### src/rtl/core/mssr_pkg.sv
// Shared constants, codes and lookup functions of the servo slew ramp.
package mssr_pkg;

  localparam int SERVO_COUNT_DEF   = 5;
  localparam int GESTURE_COUNT_DEF = 5;

  // Action codes
  localparam logic [2:0] ACT_TICK    = 3'd0;
  localparam logic [2:0] ACT_GESTURE = 3'd1;
  localparam logic [2:0] ACT_BRAKE   = 3'd2;
  localparam logic [2:0] ACT_SET     = 3'd3;
  localparam logic [2:0] ACT_START   = 3'd4;

  // Configuration register indexes
  localparam logic [2:0] REG_REST   = 3'd0;
  localparam logic [2:0] REG_EXT    = 3'd1;
  localparam logic [2:0] REG_PERIOD = 3'd2;
  localparam logic [2:0] REG_RATE   = 3'd3;

  // Gesture codes
  localparam logic [2:0] GST_PINCH  = 3'd1;
  localparam logic [2:0] GST_TRIPOD = 3'd2;
  localparam logic [2:0] GST_POWER  = 3'd3;
  localparam logic [2:0] GST_EXT    = 3'd4;

  localparam logic [7:0] REST_RESET   = 8'd20;
  localparam logic [7:0] EXT_RESET    = 8'd0;
  localparam logic [9:0] PERIOD_RESET = 10'd20;
  localparam logic [9:0] RATE_RESET   = 10'd180;
  localparam logic [7:0] UNWRITTEN    = 8'd255;

  // Step math: step = floor(rate * dt * 256 / 1000), saturated at 16 bits.
  // rate * dt >= STEP_SAT_PROD always saturates; dt is clamped to 18 bits.
  localparam int          DT_W          = 18;
  localparam int          PROD_W        = 28;
  localparam int          NUM_W         = 23;
  localparam logic [27:0] STEP_SAT_PROD = 28'd256000;
  localparam int          RECIP_SHIFT   = 30;
  localparam logic [23:0] RECIP_125     = 24'((64'd1 << RECIP_SHIFT) / 64'd125);
  localparam logic [6:0]  DIV_125       = 7'd125;

  // Pulse count: floor((45 + a) * 512 / 225), clamped to 102..512
  localparam int PULSE_OFS = 45;
  localparam int PULSE_MUL = 512;
  localparam int PULSE_DEN = 225;
  localparam int PULSE_MIN = 102;
  localparam int PULSE_MAX = 512;

  typedef logic [9:0] pulse_lut_t [256];

  function automatic pulse_lut_t build_pulse_lut();
    pulse_lut_t lut;
    int         c;
    int         i;
    for (i = 0; i < 256; i++) begin
      c = ((PULSE_OFS + i) * PULSE_MUL) / PULSE_DEN;
      if (c < PULSE_MIN) c = PULSE_MIN;
      if (c > PULSE_MAX) c = PULSE_MAX;
      lut[i] = 10'(c);
    end
    return lut;
  endfunction

  localparam pulse_lut_t PULSE_LUT = build_pulse_lut();

  // Round Q8.8 half up to whole degrees, saturate at 255
  function automatic logic [7:0] round_q8(input logic [15:0] q);
    logic [16:0] s;
    s = {1'b0, q} + 17'd128;
    return s[16] ? 8'd255 : s[15:8];
  endfunction

  // Target angle of one channel for a gesture; unknown ids mean rest
  function automatic logic [7:0] gesture_angle(input logic [2:0] g, input logic [2:0] ch,
                                               input logic [7:0] rest, input logic [7:0] ext);
    logic [7:0] a;
    a = rest;
    case (g)
      GST_PINCH: begin
        if (ch == 3'd0) a = 8'd180;
        else if (ch == 3'd1) a = 8'd120;
      end
      GST_TRIPOD: begin
        if (ch == 3'd0) a = 8'd180;
        else if (ch == 3'd1) a = 8'd150;
        else if (ch == 3'd2) a = 8'd120;
      end
      GST_POWER: begin
        case (ch)
          3'd0: a = 8'd180;
          3'd1: a = 8'd170;
          3'd2: a = 8'd170;
          3'd3: a = 8'd150;
          3'd4: a = 8'd140;
          default: a = rest;
        endcase
      end
      GST_EXT: begin
        if (ch < 3'd5) a = ext;
      end
      default: a = rest;
    endcase
    return a;
  endfunction

endpackage

### src/rtl/core/multi_servo_slew_ramp.sv
// Slew-rate-limited ramp controller for a bank of servo channels.
//
// Each accepted item (start, gesture, brake, set angle or tick) produces one status
// transfer per channel, in channel order, the final one flagged by out_last. The
// channels are visited by one shared update unit, each in an update phase and then
// a status phase, and the status phase waits while out_stall holds a full output
// register. Every tick first passes an elapsed time check, and a tick that moves the
// ramp then passes the rate product, reciprocal divide by 1000 and correction steps
// to form the step. Start, gesture, brake, set angle and unknown codes go straight
// to the channel sweep. in_stall stays high until the last status is loaded into the
// output register.
module multi_servo_slew_ramp #(
  parameter int SERVO_COUNT   = mssr_pkg::SERVO_COUNT_DEF,
  parameter int GESTURE_COUNT = mssr_pkg::GESTURE_COUNT_DEF
) (
  input  logic        clk,
  input  logic        rst_n,
  // configuration
  input  logic        cfg_valid,
  output logic        cfg_ready,
  input  logic [2:0]  cfg_index,
  input  logic [9:0]  cfg_data,
  // items
  input  logic        in_valid,
  output logic        in_stall,
  input  logic [2:0]  in_action,
  input  logic [31:0] in_now_ms,
  input  logic [2:0]  in_gesture_id,
  input  logic [2:0]  in_chan_sel,
  input  logic [7:0]  in_angle,
  // status
  output logic        out_valid,
  input  logic        out_stall,
  output logic [2:0]  out_channel,
  output logic [7:0]  out_angle_now,
  output logic        out_moving,
  output logic        out_write_pulse,
  output logic [9:0]  out_pulse_counts,
  output logic        out_last
);

  localparam int         CH_W    = (SERVO_COUNT > 1) ? $clog2(SERVO_COUNT) : 1;
  localparam logic [CH_W-1:0] CH_LAST = CH_W'(SERVO_COUNT - 1);
  localparam logic [3:0] SERVO_LIM   = 4'(SERVO_COUNT);
  localparam logic [3:0] GESTURE_LIM = 4'(GESTURE_COUNT);

  localparam logic [2:0] ST_IDLE  = 3'd0;
  localparam logic [2:0] ST_DT    = 3'd1;
  localparam logic [2:0] ST_MUL   = 3'd2;
  localparam logic [2:0] ST_RECIP = 3'd3;
  localparam logic [2:0] ST_CORR  = 3'd4;
  localparam logic [2:0] ST_SWEEP = 3'd5;

  logic [2:0]  state_r;
  logic        phase_r;
  logic [CH_W-1:0] ch_r;

  logic [7:0]  rest_r, ext_r;
  logic [9:0]  period_r, rate_r;

  logic [15:0] cmd_r  [SERVO_COUNT];
  logic [7:0]  tgt_r  [SERVO_COUNT];
  logic [7:0]  lw_r   [SERVO_COUNT];
  logic [31:0] last_ramp_r;
  logic        started_r;

  logic [2:0]  action_r, gid_r, sid_r;
  logic [31:0] now_r;
  logic [7:0]  ang_r;
  logic        move_r;
  logic        wrote_r;

  logic [mssr_pkg::DT_W-1:0]   dt_r;
  logic [mssr_pkg::PROD_W-1:0] prod_r;
  logic [mssr_pkg::NUM_W-1:0]  num_r;
  logic [15:0] q0_r;
  logic        sat_r;
  logic [15:0] step_r;

  logic        out_valid_r, out_last_r, out_moving_r, out_write_r;
  logic [2:0]  out_channel_r;
  logic [7:0]  out_angle_r;
  logic [9:0]  out_pulse_r;

  logic        in_xfer, out_free, out_load;
  assign in_stall  = (state_r != ST_IDLE);
  assign in_xfer   = in_valid && !in_stall;
  assign out_free  = !out_valid_r || !out_stall;
  assign out_load  = (state_r == ST_SWEEP) && phase_r && out_free;
  assign cfg_ready = 1'b1;

  // Step pipeline front end
  logic [31:0] dt;
  logic        ramp_go;
  logic [46:0] recip_prod;
  logic [mssr_pkg::NUM_W-1:0] num;
  logic [mssr_pkg::NUM_W-1:0] rem;
  assign dt      = now_r - last_ramp_r;
  assign ramp_go = started_r && (dt >= {22'd0, period_r});
  assign num     = {prod_r[17:0], 5'd0};
  assign recip_prod = 47'(num) * 47'(mssr_pkg::RECIP_125);
  assign rem     = num_r - mssr_pkg::NUM_W'(q0_r) * mssr_pkg::NUM_W'(mssr_pkg::DIV_125);

  // Shared channel update unit
  logic [15:0] cq, tq16, cq_nxt, diff_up, diff_dn;
  logic [7:0]  tgt_nxt, lw_nxt, rnd;
  logic        wrote_nxt, sid_hit;
  logic [2:0]  ch3, gid_eff;

  assign ch3     = 3'(ch_r);
  assign cq      = cmd_r[ch_r];
  assign tq16    = {tgt_r[ch_r], 8'd0};
  assign diff_up = tq16 - cq;
  assign diff_dn = cq - tq16;
  assign sid_hit = ({1'b0, sid_r} < SERVO_LIM) && (sid_r == ch3);
  assign gid_eff = ({1'b0, gid_r} < GESTURE_LIM) ? gid_r : 3'd0;

  always_comb begin
    cq_nxt    = cq;
    tgt_nxt   = tgt_r[ch_r];
    lw_nxt    = lw_r[ch_r];
    wrote_nxt = 1'b0;
    rnd       = 8'd0;
    case (action_r)
      mssr_pkg::ACT_START: begin
        cq_nxt    = {rest_r, 8'd0};
        tgt_nxt   = rest_r;
        lw_nxt    = rest_r;
        wrote_nxt = 1'b1;
      end
      mssr_pkg::ACT_GESTURE: begin
        tgt_nxt = mssr_pkg::gesture_angle(gid_eff, ch3, rest_r, ext_r);
      end
      mssr_pkg::ACT_BRAKE: begin
        if (sid_hit) tgt_nxt = mssr_pkg::round_q8(cq);
      end
      mssr_pkg::ACT_SET: begin
        if (sid_hit) begin
          cq_nxt    = {ang_r, 8'd0};
          tgt_nxt   = ang_r;
          lw_nxt    = ang_r;
          wrote_nxt = 1'b1;
        end
      end
      mssr_pkg::ACT_TICK: begin
        if (move_r) begin
          if (tq16 >= cq) cq_nxt = (diff_up <= step_r) ? tq16 : cq + step_r;
          else            cq_nxt = (diff_dn <= step_r) ? tq16 : cq - step_r;
          rnd = mssr_pkg::round_q8(cq_nxt);
          if (rnd != lw_r[ch_r]) begin
            lw_nxt    = rnd;
            wrote_nxt = 1'b1;
          end
        end
      end
      default: ;
    endcase
  end

  // Status of the current channel from its stored state
  logic [7:0]  st_angle;
  logic [15:0] st_diff;
  assign st_angle = mssr_pkg::round_q8(cq);
  assign st_diff  = (tq16 >= cq) ? diff_up : diff_dn;

  // Sequencer and state
  always_ff @(posedge clk) begin
    if (!rst_n) begin
      state_r     <= ST_IDLE;
      phase_r     <= 1'b0;
      ch_r        <= '0;
      rest_r      <= mssr_pkg::REST_RESET;
      ext_r       <= mssr_pkg::EXT_RESET;
      period_r    <= mssr_pkg::PERIOD_RESET;
      rate_r      <= mssr_pkg::RATE_RESET;
      last_ramp_r <= '0;
      started_r   <= 1'b0;
      move_r      <= 1'b0;
      out_valid_r <= 1'b0;
      for (int i = 0; i < SERVO_COUNT; i++) begin
        cmd_r[i] <= {mssr_pkg::REST_RESET, 8'd0};
        tgt_r[i] <= mssr_pkg::REST_RESET;
        lw_r[i]  <= mssr_pkg::UNWRITTEN;
      end
    end else begin
      if (cfg_valid && cfg_ready) begin
        case (cfg_index)
          mssr_pkg::REG_REST:   rest_r   <= cfg_data[7:0];
          mssr_pkg::REG_EXT:    ext_r    <= cfg_data[7:0];
          mssr_pkg::REG_PERIOD: period_r <= cfg_data;
          mssr_pkg::REG_RATE:   rate_r   <= cfg_data;
          default: ;
        endcase
      end

      if (out_valid_r && !out_stall && !out_load) out_valid_r <= 1'b0;

      case (state_r)
        ST_IDLE: begin
          if (in_xfer) begin
            move_r  <= 1'b0;
            ch_r    <= '0;
            phase_r <= 1'b0;
            if (in_action == mssr_pkg::ACT_START) begin
              started_r   <= 1'b1;
              last_ramp_r <= in_now_ms;
            end
            state_r <= (in_action == mssr_pkg::ACT_TICK) ? ST_DT : ST_SWEEP;
          end
        end
        ST_DT: begin
          if (ramp_go) begin
            last_ramp_r <= now_r;
            move_r      <= 1'b1;
            state_r     <= ST_MUL;
          end else begin
            state_r <= ST_SWEEP;
          end
        end
        ST_MUL:   state_r <= ST_RECIP;
        ST_RECIP: state_r <= ST_CORR;
        ST_CORR:  state_r <= ST_SWEEP;
        ST_SWEEP: begin
          if (!phase_r) begin
            cmd_r[ch_r] <= cq_nxt;
            tgt_r[ch_r] <= tgt_nxt;
            lw_r[ch_r]  <= lw_nxt;
            phase_r     <= 1'b1;
          end else if (out_free) begin
            out_valid_r <= 1'b1;
            phase_r     <= 1'b0;
            if (ch_r == CH_LAST) state_r <= ST_IDLE;
            else ch_r <= ch_r + 1'b1;
          end
        end
        default: state_r <= ST_IDLE;
      endcase
    end
  end

  // Payload registers
  always_ff @(posedge clk) begin
    if (in_xfer) begin
      action_r <= in_action;
      now_r    <= in_now_ms;
      gid_r    <= in_gesture_id;
      sid_r    <= in_chan_sel;
      ang_r    <= in_angle;
    end
    if (state_r == ST_DT) begin
      dt_r <= (|dt[31:mssr_pkg::DT_W]) ? '1 : dt[mssr_pkg::DT_W-1:0];
    end
    if (state_r == ST_MUL) begin
      prod_r <= mssr_pkg::PROD_W'(rate_r) * mssr_pkg::PROD_W'(dt_r);
    end
    if (state_r == ST_RECIP) begin
      sat_r <= (prod_r >= mssr_pkg::STEP_SAT_PROD);
      num_r <= num;
      q0_r  <= recip_prod[mssr_pkg::RECIP_SHIFT +: 16];
    end
    if (state_r == ST_CORR) begin
      if (sat_r) step_r <= 16'hFFFF;
      else if (rem >= mssr_pkg::NUM_W'(mssr_pkg::DIV_125)) step_r <= q0_r + 16'd1;
      else step_r <= q0_r;
    end
    if (state_r == ST_SWEEP && !phase_r) wrote_r <= wrote_nxt;
    if (out_load) begin
      out_channel_r <= ch3;
      out_angle_r   <= st_angle;
      out_moving_r  <= (st_diff > 16'd128);
      out_write_r   <= wrote_r;
      out_pulse_r   <= mssr_pkg::PULSE_LUT[st_angle];
      out_last_r    <= (ch_r == CH_LAST);
    end
  end

  assign out_valid        = out_valid_r;
  assign out_channel      = out_channel_r;
  assign out_angle_now    = out_angle_r;
  assign out_moving       = out_moving_r;
  assign out_write_pulse  = out_write_r;
  assign out_pulse_counts = out_pulse_r;
  assign out_last         = out_last_r;

  // Checks
  a_busy_after_item: assert property (@(posedge clk) disable iff (!rst_n)
    in_xfer |=> in_stall)
    else $error("item transfer did not start processing");

  a_channel_range: assert property (@(posedge clk) disable iff (!rst_n)
    ch_r <= CH_LAST)
    else $error("channel counter out of range");

  a_start_arms: assert property (@(posedge clk) disable iff (!rst_n)
    (in_xfer && in_action == mssr_pkg::ACT_START) |=> started_r)
    else $error("start did not arm the ramp");

  a_move_needs_start: assert property (@(posedge clk) disable iff (!rst_n)
    move_r |-> started_r)
    else $error("ramp moved before start");

endmodule

### config.mk
export PLATFORM = sky130hd
export DESIGN_NAME = multi_servo_slew_ramp
export DESIGN_NICKNAME = d
export VERILOG_FILES = /design/src/rtl/core/mssr_pkg.sv /design/src/rtl/core/multi_servo_slew_ramp.sv
export SDC_FILE = /design/constraint.sdc
export NUM_CORES = 2
export LEC_CHECK = 0
export ABC_CLOCK_PERIOD_IN_PS = 9360
export BUFFER_PORTS_ARGS = -buffer_cell sky130_fd_sc_hd__clkbuf_2
export CELL_PAD_IN_SITES_DETAIL_PLACEMENT = 1
export CELL_PAD_IN_SITES_GLOBAL_PLACEMENT = 1
export CORE_MARGIN = 2
export CORE_UTILIZATION = 50
export CTS_CLUSTER_SIZE = 28
export DETAILED_ROUTE_END_ITERATION = 8
export HOLD_SLACK_MARGIN = 0.03
export MAX_ROUTING_LAYER = met4
export PLACE_DENSITY_LB_ADDON = 0.1
export SYNTH_ARGS = -nofsm -noshare
export SYNTH_HDL_FRONTEND = slang
export SYNTH_SLANG_ARGS = --single-unit
### constraint.sdc
create_clock -name clk -period 9.36 [get_ports clk]
set_input_delay 0.468 -clock clk [delete_from_list [all_inputs] [get_ports clk]]
set_output_delay 0.468 -clock clk [all_outputs]
set_load 0.05 [all_outputs]
# Word level (Yosys, flattened, before mapping)
# Memories as Yosys holds them, arrays and structs flattened. A register that Yosys moved wholly into a read port is not among the register bits.
# Cells that the tools add are included.
[word_totals]
input_bits = 67
out_inout_bits = 27
rom_bits = 2560
ramBits = 160
regBits = 239
memories = 4
[op_classes]
n_mux = 78
add_sub_neg = 10
n_eq_ne = 30
mul = 3
order_cmp = 10
n_bitwise = 1
reduce_logical = 37
[mem_list]
columns = ["name", "words", "width", "read_ports", "rd_ports_with_merged_regs", "wr", "line_no", "source"]
rows = [
  ["(no name shown)", 256, 10, 1, 1, 0, "multi_servo_slew_ramp.sv:272", "out_pulse_r <= mssr_pkg::PULSE_LUT[st_angle];"],
  ["cmd_r", 5, 16, 1, 1, 5, "multi_servo_slew_ramp.sv:61", "logic [15:0] cmd_r [SERVO_COUNT];"],
  ["lw_r", 5, 8, 1, 1, 5, "multi_servo_slew_ramp.sv:63", "logic [7:0] lw_r [SERVO_COUNT];"],
  ["tgt_r", 5, 8, 1, 1, 5, "multi_servo_slew_ramp.sv:62", "logic [7:0] tgt_r [SERVO_COUNT];"],
]
[ops]
columns = ["op", "count"]
rows = [
  ["two-way mux 16 bit", 10],
  ["two-way mux 8 bit", 15],
  ["two-way mux 32 bit", 3],
  ["one-hot mux 8 bit (4 select lines)", 3],
  ["one-hot mux 32 bit (2 select lines)", 1],
  ["two-way mux 3 bit", 20],
  ["one-hot mux 16 bit (3 select lines)", 1],
  ["subtractor 16 bit", 3],
  ["multiplier 18 x 23 -> 40 bit, second input constant", 1],
  ["adder 16 x 8 -> 17 bit, second input constant", 2],
  [">= comparator 32 x 10 -> 1 bit", 1],
  ["<= comparator 16 bit", 2],
  ["subtractor 32 bit", 1],
  ["equality test 3 x 2 -> 1 bit, second input constant", 10],
  [">= comparator 28 x 18 -> 1 bit, second input constant", 1],
  ["multiplier 10 x 18 -> 28 bit", 1],
  ["one-hot mux 8 bit (3 select lines)", 1],
  [">= comparator 23 x 7 -> 1 bit, second input constant", 1],
  ["multiplier 16 x 7 -> 23 bit, second input constant", 1],
  ["subtractor 23 bit", 1],
  ["two-way mux 1 bit", 19],
  ["equality test 3 bit, second input constant", 6],
  ["one-hot mux 3 bit (6 select lines)", 1],
  ["adder 16 x 1 -> 16 bit, second input constant", 1],
  ["27 further kinds", 63],
]

# Longest topological paths before layout
[logic_depth]
depth_word = 13
depth_mapped = 37
ltp_nobuf = 31

# Least setup slack after synthesis
# OpenSTA, ideal clock, no wires.
[synth_timing]
kind = "reg2reg"
start = "register with a tool-made name"
end = "memory lw_r[5][1], data pin"
setup_time_ns = 0.268
arrival_time_ns = 7.854
required_time_ns = 9.092
slack_ns = 1.238
path_stages_with_launch = 37
cell_sequence = "dfxtp_1 buf_2 buf_2 buf_2 buf_1 mux4_2 mux2i_1 ha_1 inv_1 o21bai_1 a21oi_1 nor2b_1 o21ai_0 nand2b_1 a21o_1 a21oi_1 xnor2_1 ha_1 a21oi_1 nand2_1 a21o_1 a2111o_1 o211a_1 buf_4 nor3_1 or3_1 clkbuf_1 ha_1 nor4b_1 nand4_1 o21a_1 nor3_1 a2bb2oi_2 nand4_4 o211a_4 o211ai_2 inv_1"
[synth_rtl]
columns = ["item", "line_no"]
rows = [
  ["end, declared", "multi_servo_slew_ramp.sv:63"],
]

==> metrics.yaml <==
r2r-end: "lw_r[5][1]"
start_kind: "register"
cts.sinks: 508
crit_end: "lw_r[5][1]"
grt_usage_pct: 30.08
rows: 107
dr.first_iter.drc_count: 1924
hold_viol: 0
cp_slowest_cell: "dfxtp_4"
dr.pass1.iters: 6
grt-ovfl-total: 0
drc_errors: 0
yosys_warnings: 0
max-vdd-ir-drop_mv: 0.1489
ys_ff_latch: 508
critPathCaptureType: "register"
cp.required_ns: 9.75
via_count: 32222
synthDominantCellAreaShare_pct: 29.94
syn_area_per_cell_um2: 10.17
die_area_um2: 88000
fin_skew_ns: 0.03651
syn_to_final_growth_pct: 9.689
cts_max_path_buffers: 3
status: "finished, final reports clean"
synth_nets: 5016
setup-violations-final: 0
r2r_slack_ns: 0.78
insertion_delay_ns: 0.67
start_util_pct: 50.37
synth.most_common_cell: "inv_1"
ctsHtreeMaxLevel: 2
die_h_um: 296.6
antenna_left: 0
cp_data_arrival_time_ns: 8.97
synth_area_um2: 42820
drv_slew: 0
async_reset_ff_share_pct: 0
cts_made_buffers: 57
routed_wl_mm: 126.8
synthTopCellsByArea: "edfxtp_1 (30%), fa_1 (14%), ha_1 (13%), inv_1 (4.7%), dfxtp_1 (3.8%)"
synth_edf_count: 427
setup_tns_ns: 0
critPathKind: "register to register"
p_leak_uw: 0.01937
max_slew_margin_pct: 18.36
pwr_density_cell_nw_per_um2: 178.8
port_buffers: 92
cp_max_fo: 37
grt_max_degree: 84
synth-main-ff-cell: "edfxtp_1"
num_io_pins: 94
die_w_um: 296.6
core_area_um2: 85010
fmax_ghz: 0.1165
ff2ff_path_depth: 28
cts-root-buf: "clkbuf_16"
grt_pass1_wl_mm: 197.7
cp_common_cell: "ha_1"
maxCapViolations: 0
final.min_clock_period_ns: 8.585
place_congestion: 0.9579
clkTransAtPathRegs_ns: 0.06
worst_pin_slew_ns: 1.225
routed_via_density: 5.877
wl_per_cell_um: 23.13
cts_tree: "yes"
yosysUniqueCellTypes: 100
yosys-top-cells-count: "inv_1 (541), ha_1 (430), edfxtp_1 (427), nand2_1 (397), nor2_1 (314)"
fin_nets: 5091
synth_top_area_cell: "edfxtp_1"
drive_gt1_share_pct: 8.860
hold_class: "primary input to register"
netlist_instances: 4211
fin_crit_sh_pct: 91.72
rsz0062_at_grt: "no"
grt_pass1_vias: 34579
cp_slowest_stage_delay_ns: 0.53
seq_area_frac_synth_pct: 33.73
dp_hpwl_mm: 95.01
total_power_uw: 8398
antenna_found_initial: 5
timing repair:
action / 4_1_cts / 5_1_grt
endpoints found under the hold margin: 50 / 0
hold buffers: 50 / 0
gates resized for setup: 0 / 6
endpoints found under the setup margin: 0 / 65
setup buffers: 0 / 1
placed cells by master, fill, tap and decap left out, types with 27 or more instances in the layout:
cell type      synthesis  final
inv_1                541    540
fa_1                 308    308
nor2_1               314    310
nor3_1                67     67
o211ai_1              27     27
nand2b_1              47     47
nor2b_1               66     66
clkbuf_2               0     92
nand2_1              397    396
xnor2_1               82     81
or3_1                 30     30
buf_4                  2     56
clkbuf_16              0     57
and2_1               107    107
dlygate4sd3_1          0     50
a211oi_1              87     87
mux2i_1               39     38
nand3_1               62     62
mux4_2                64     64
ha_1                 430    430
dfxtp_1               81     79
o21ai_0              142    142
a21oi_1              215    214
xor2_1                27     27
edfxtp_1             427    427
a21o_1                55     55
routing by layer:
metal  share of wire (%)  GRT usage [%]  vias to the layer above
met1                  43          38.31                    16297
li1                    -              -                    14797
met3                 5.6          4.416                      247
met4                 3.2          9.485                        0
met5                   0              -                        -
met2                  49          49.62                      881
how the worst min path moves through the flow:
stage | startpoint | depth (start not counted) | to | slack, ns
floorplan | wrote_r | 0 | out_write_pulse | 0.40
global placement | move_r | 2 | move_r | 0.45
detailed placement | period_r[8] | 2 | period_r[8] | 0.45
CTS | cfg_data[9] | 3 | period_r[9] | 0.04
global route | cfg_data[9] | 3 | period_r[9] | 0.07
finish | cfg_data[9] | 3 | period_r[9] | 0.07
final cells by class:
type	count	area (um^2)
Fill cell	9299	38040
Multi-Input combinational cell	2973	25690
Sequential cell	508	14450
Inverter	546	2049
Clock buffer	72	1503
Tap cell	1144	1431
Timing Repair Buffer	200	1415
Clock inverter	35	414.1
Antenna cell	5	12.51
registers in the layout, indices dropped and copies added (netlist names), 10 cells and up, named ones only:
name / cells
cmd_r: 128
dt_r: 18
last_ramp_r: 32
lw_r: 64
now_r: 32
num_r: 18
out_pulse_counts: 10
period_r: 10
prod_r: 28
q0_r: 16
rate_r: 10
step_r: 16
tgt_r: 64
power breakdown:
group | switching, uW | leakage [uW] | internal [uW] | total [uW]
combinational | 2000 | 0.0140 | 1330 | 3320
clock | 1000 | 0.000909 | 1340 | 2340
sequential | 69.6 | 0.00444 | 2670 | 2740
total | 3070 | 0.0194 | 5330 | 8400
worst max-delay path: cells and delay by family (launching register included):
kind	cells	cell delay, ns
xor gates and xnor gates	1	0.11
muxes	2	0.77
buffers and inverters	3	0.73
adders and majority gates	3	1.04
and+or+nand+nor	7	1.96
AOI/OAI and AO/OA	12	3.10
DFF	1	0.53
through the flow:
step / instances / cell area (um^2) / hold slack, ns / utilization [%] / setup WS [ns]
6_report: 5483 / 46970 / 0.07469 / 55.25 / 0.7754
5_1_grt: 5483 / 46970 / 0.07410 / 55.25 / 0.09925
4_1_cts: 5477 / 46910 / 0.04348 / 55.18 / 0.4056
3_5_place_dp: 5320 / 44490 / 0.4475 / 52.34 / 0.4726
3_3_place_gp: 5320 / 44490 / 0.4455 / 52.34 / 0.6165
2_1_floorplan: 4211 / 42820 / 0.4003 / - / 1.238
logic make-up (layout without fill, tap and decap cells):
family | after synthesis | in the layout | share of synthesized area, %
flops | 508 | 508 | 33.73
mux | 112 | 112 | 4.547
buf+inv | 730 | 853 | 6.516
fa+ha+maj | 738 | 738 | 26.96
other cells | 1 | 6 | 0.008758
xor+xnor | 109 | 109 | 2.230
compound gates | 799 | 799 | 12.47
simple gates | 1214 | 1214 | 13.53
Note: power is estimated with default switching activity, not from simulation.
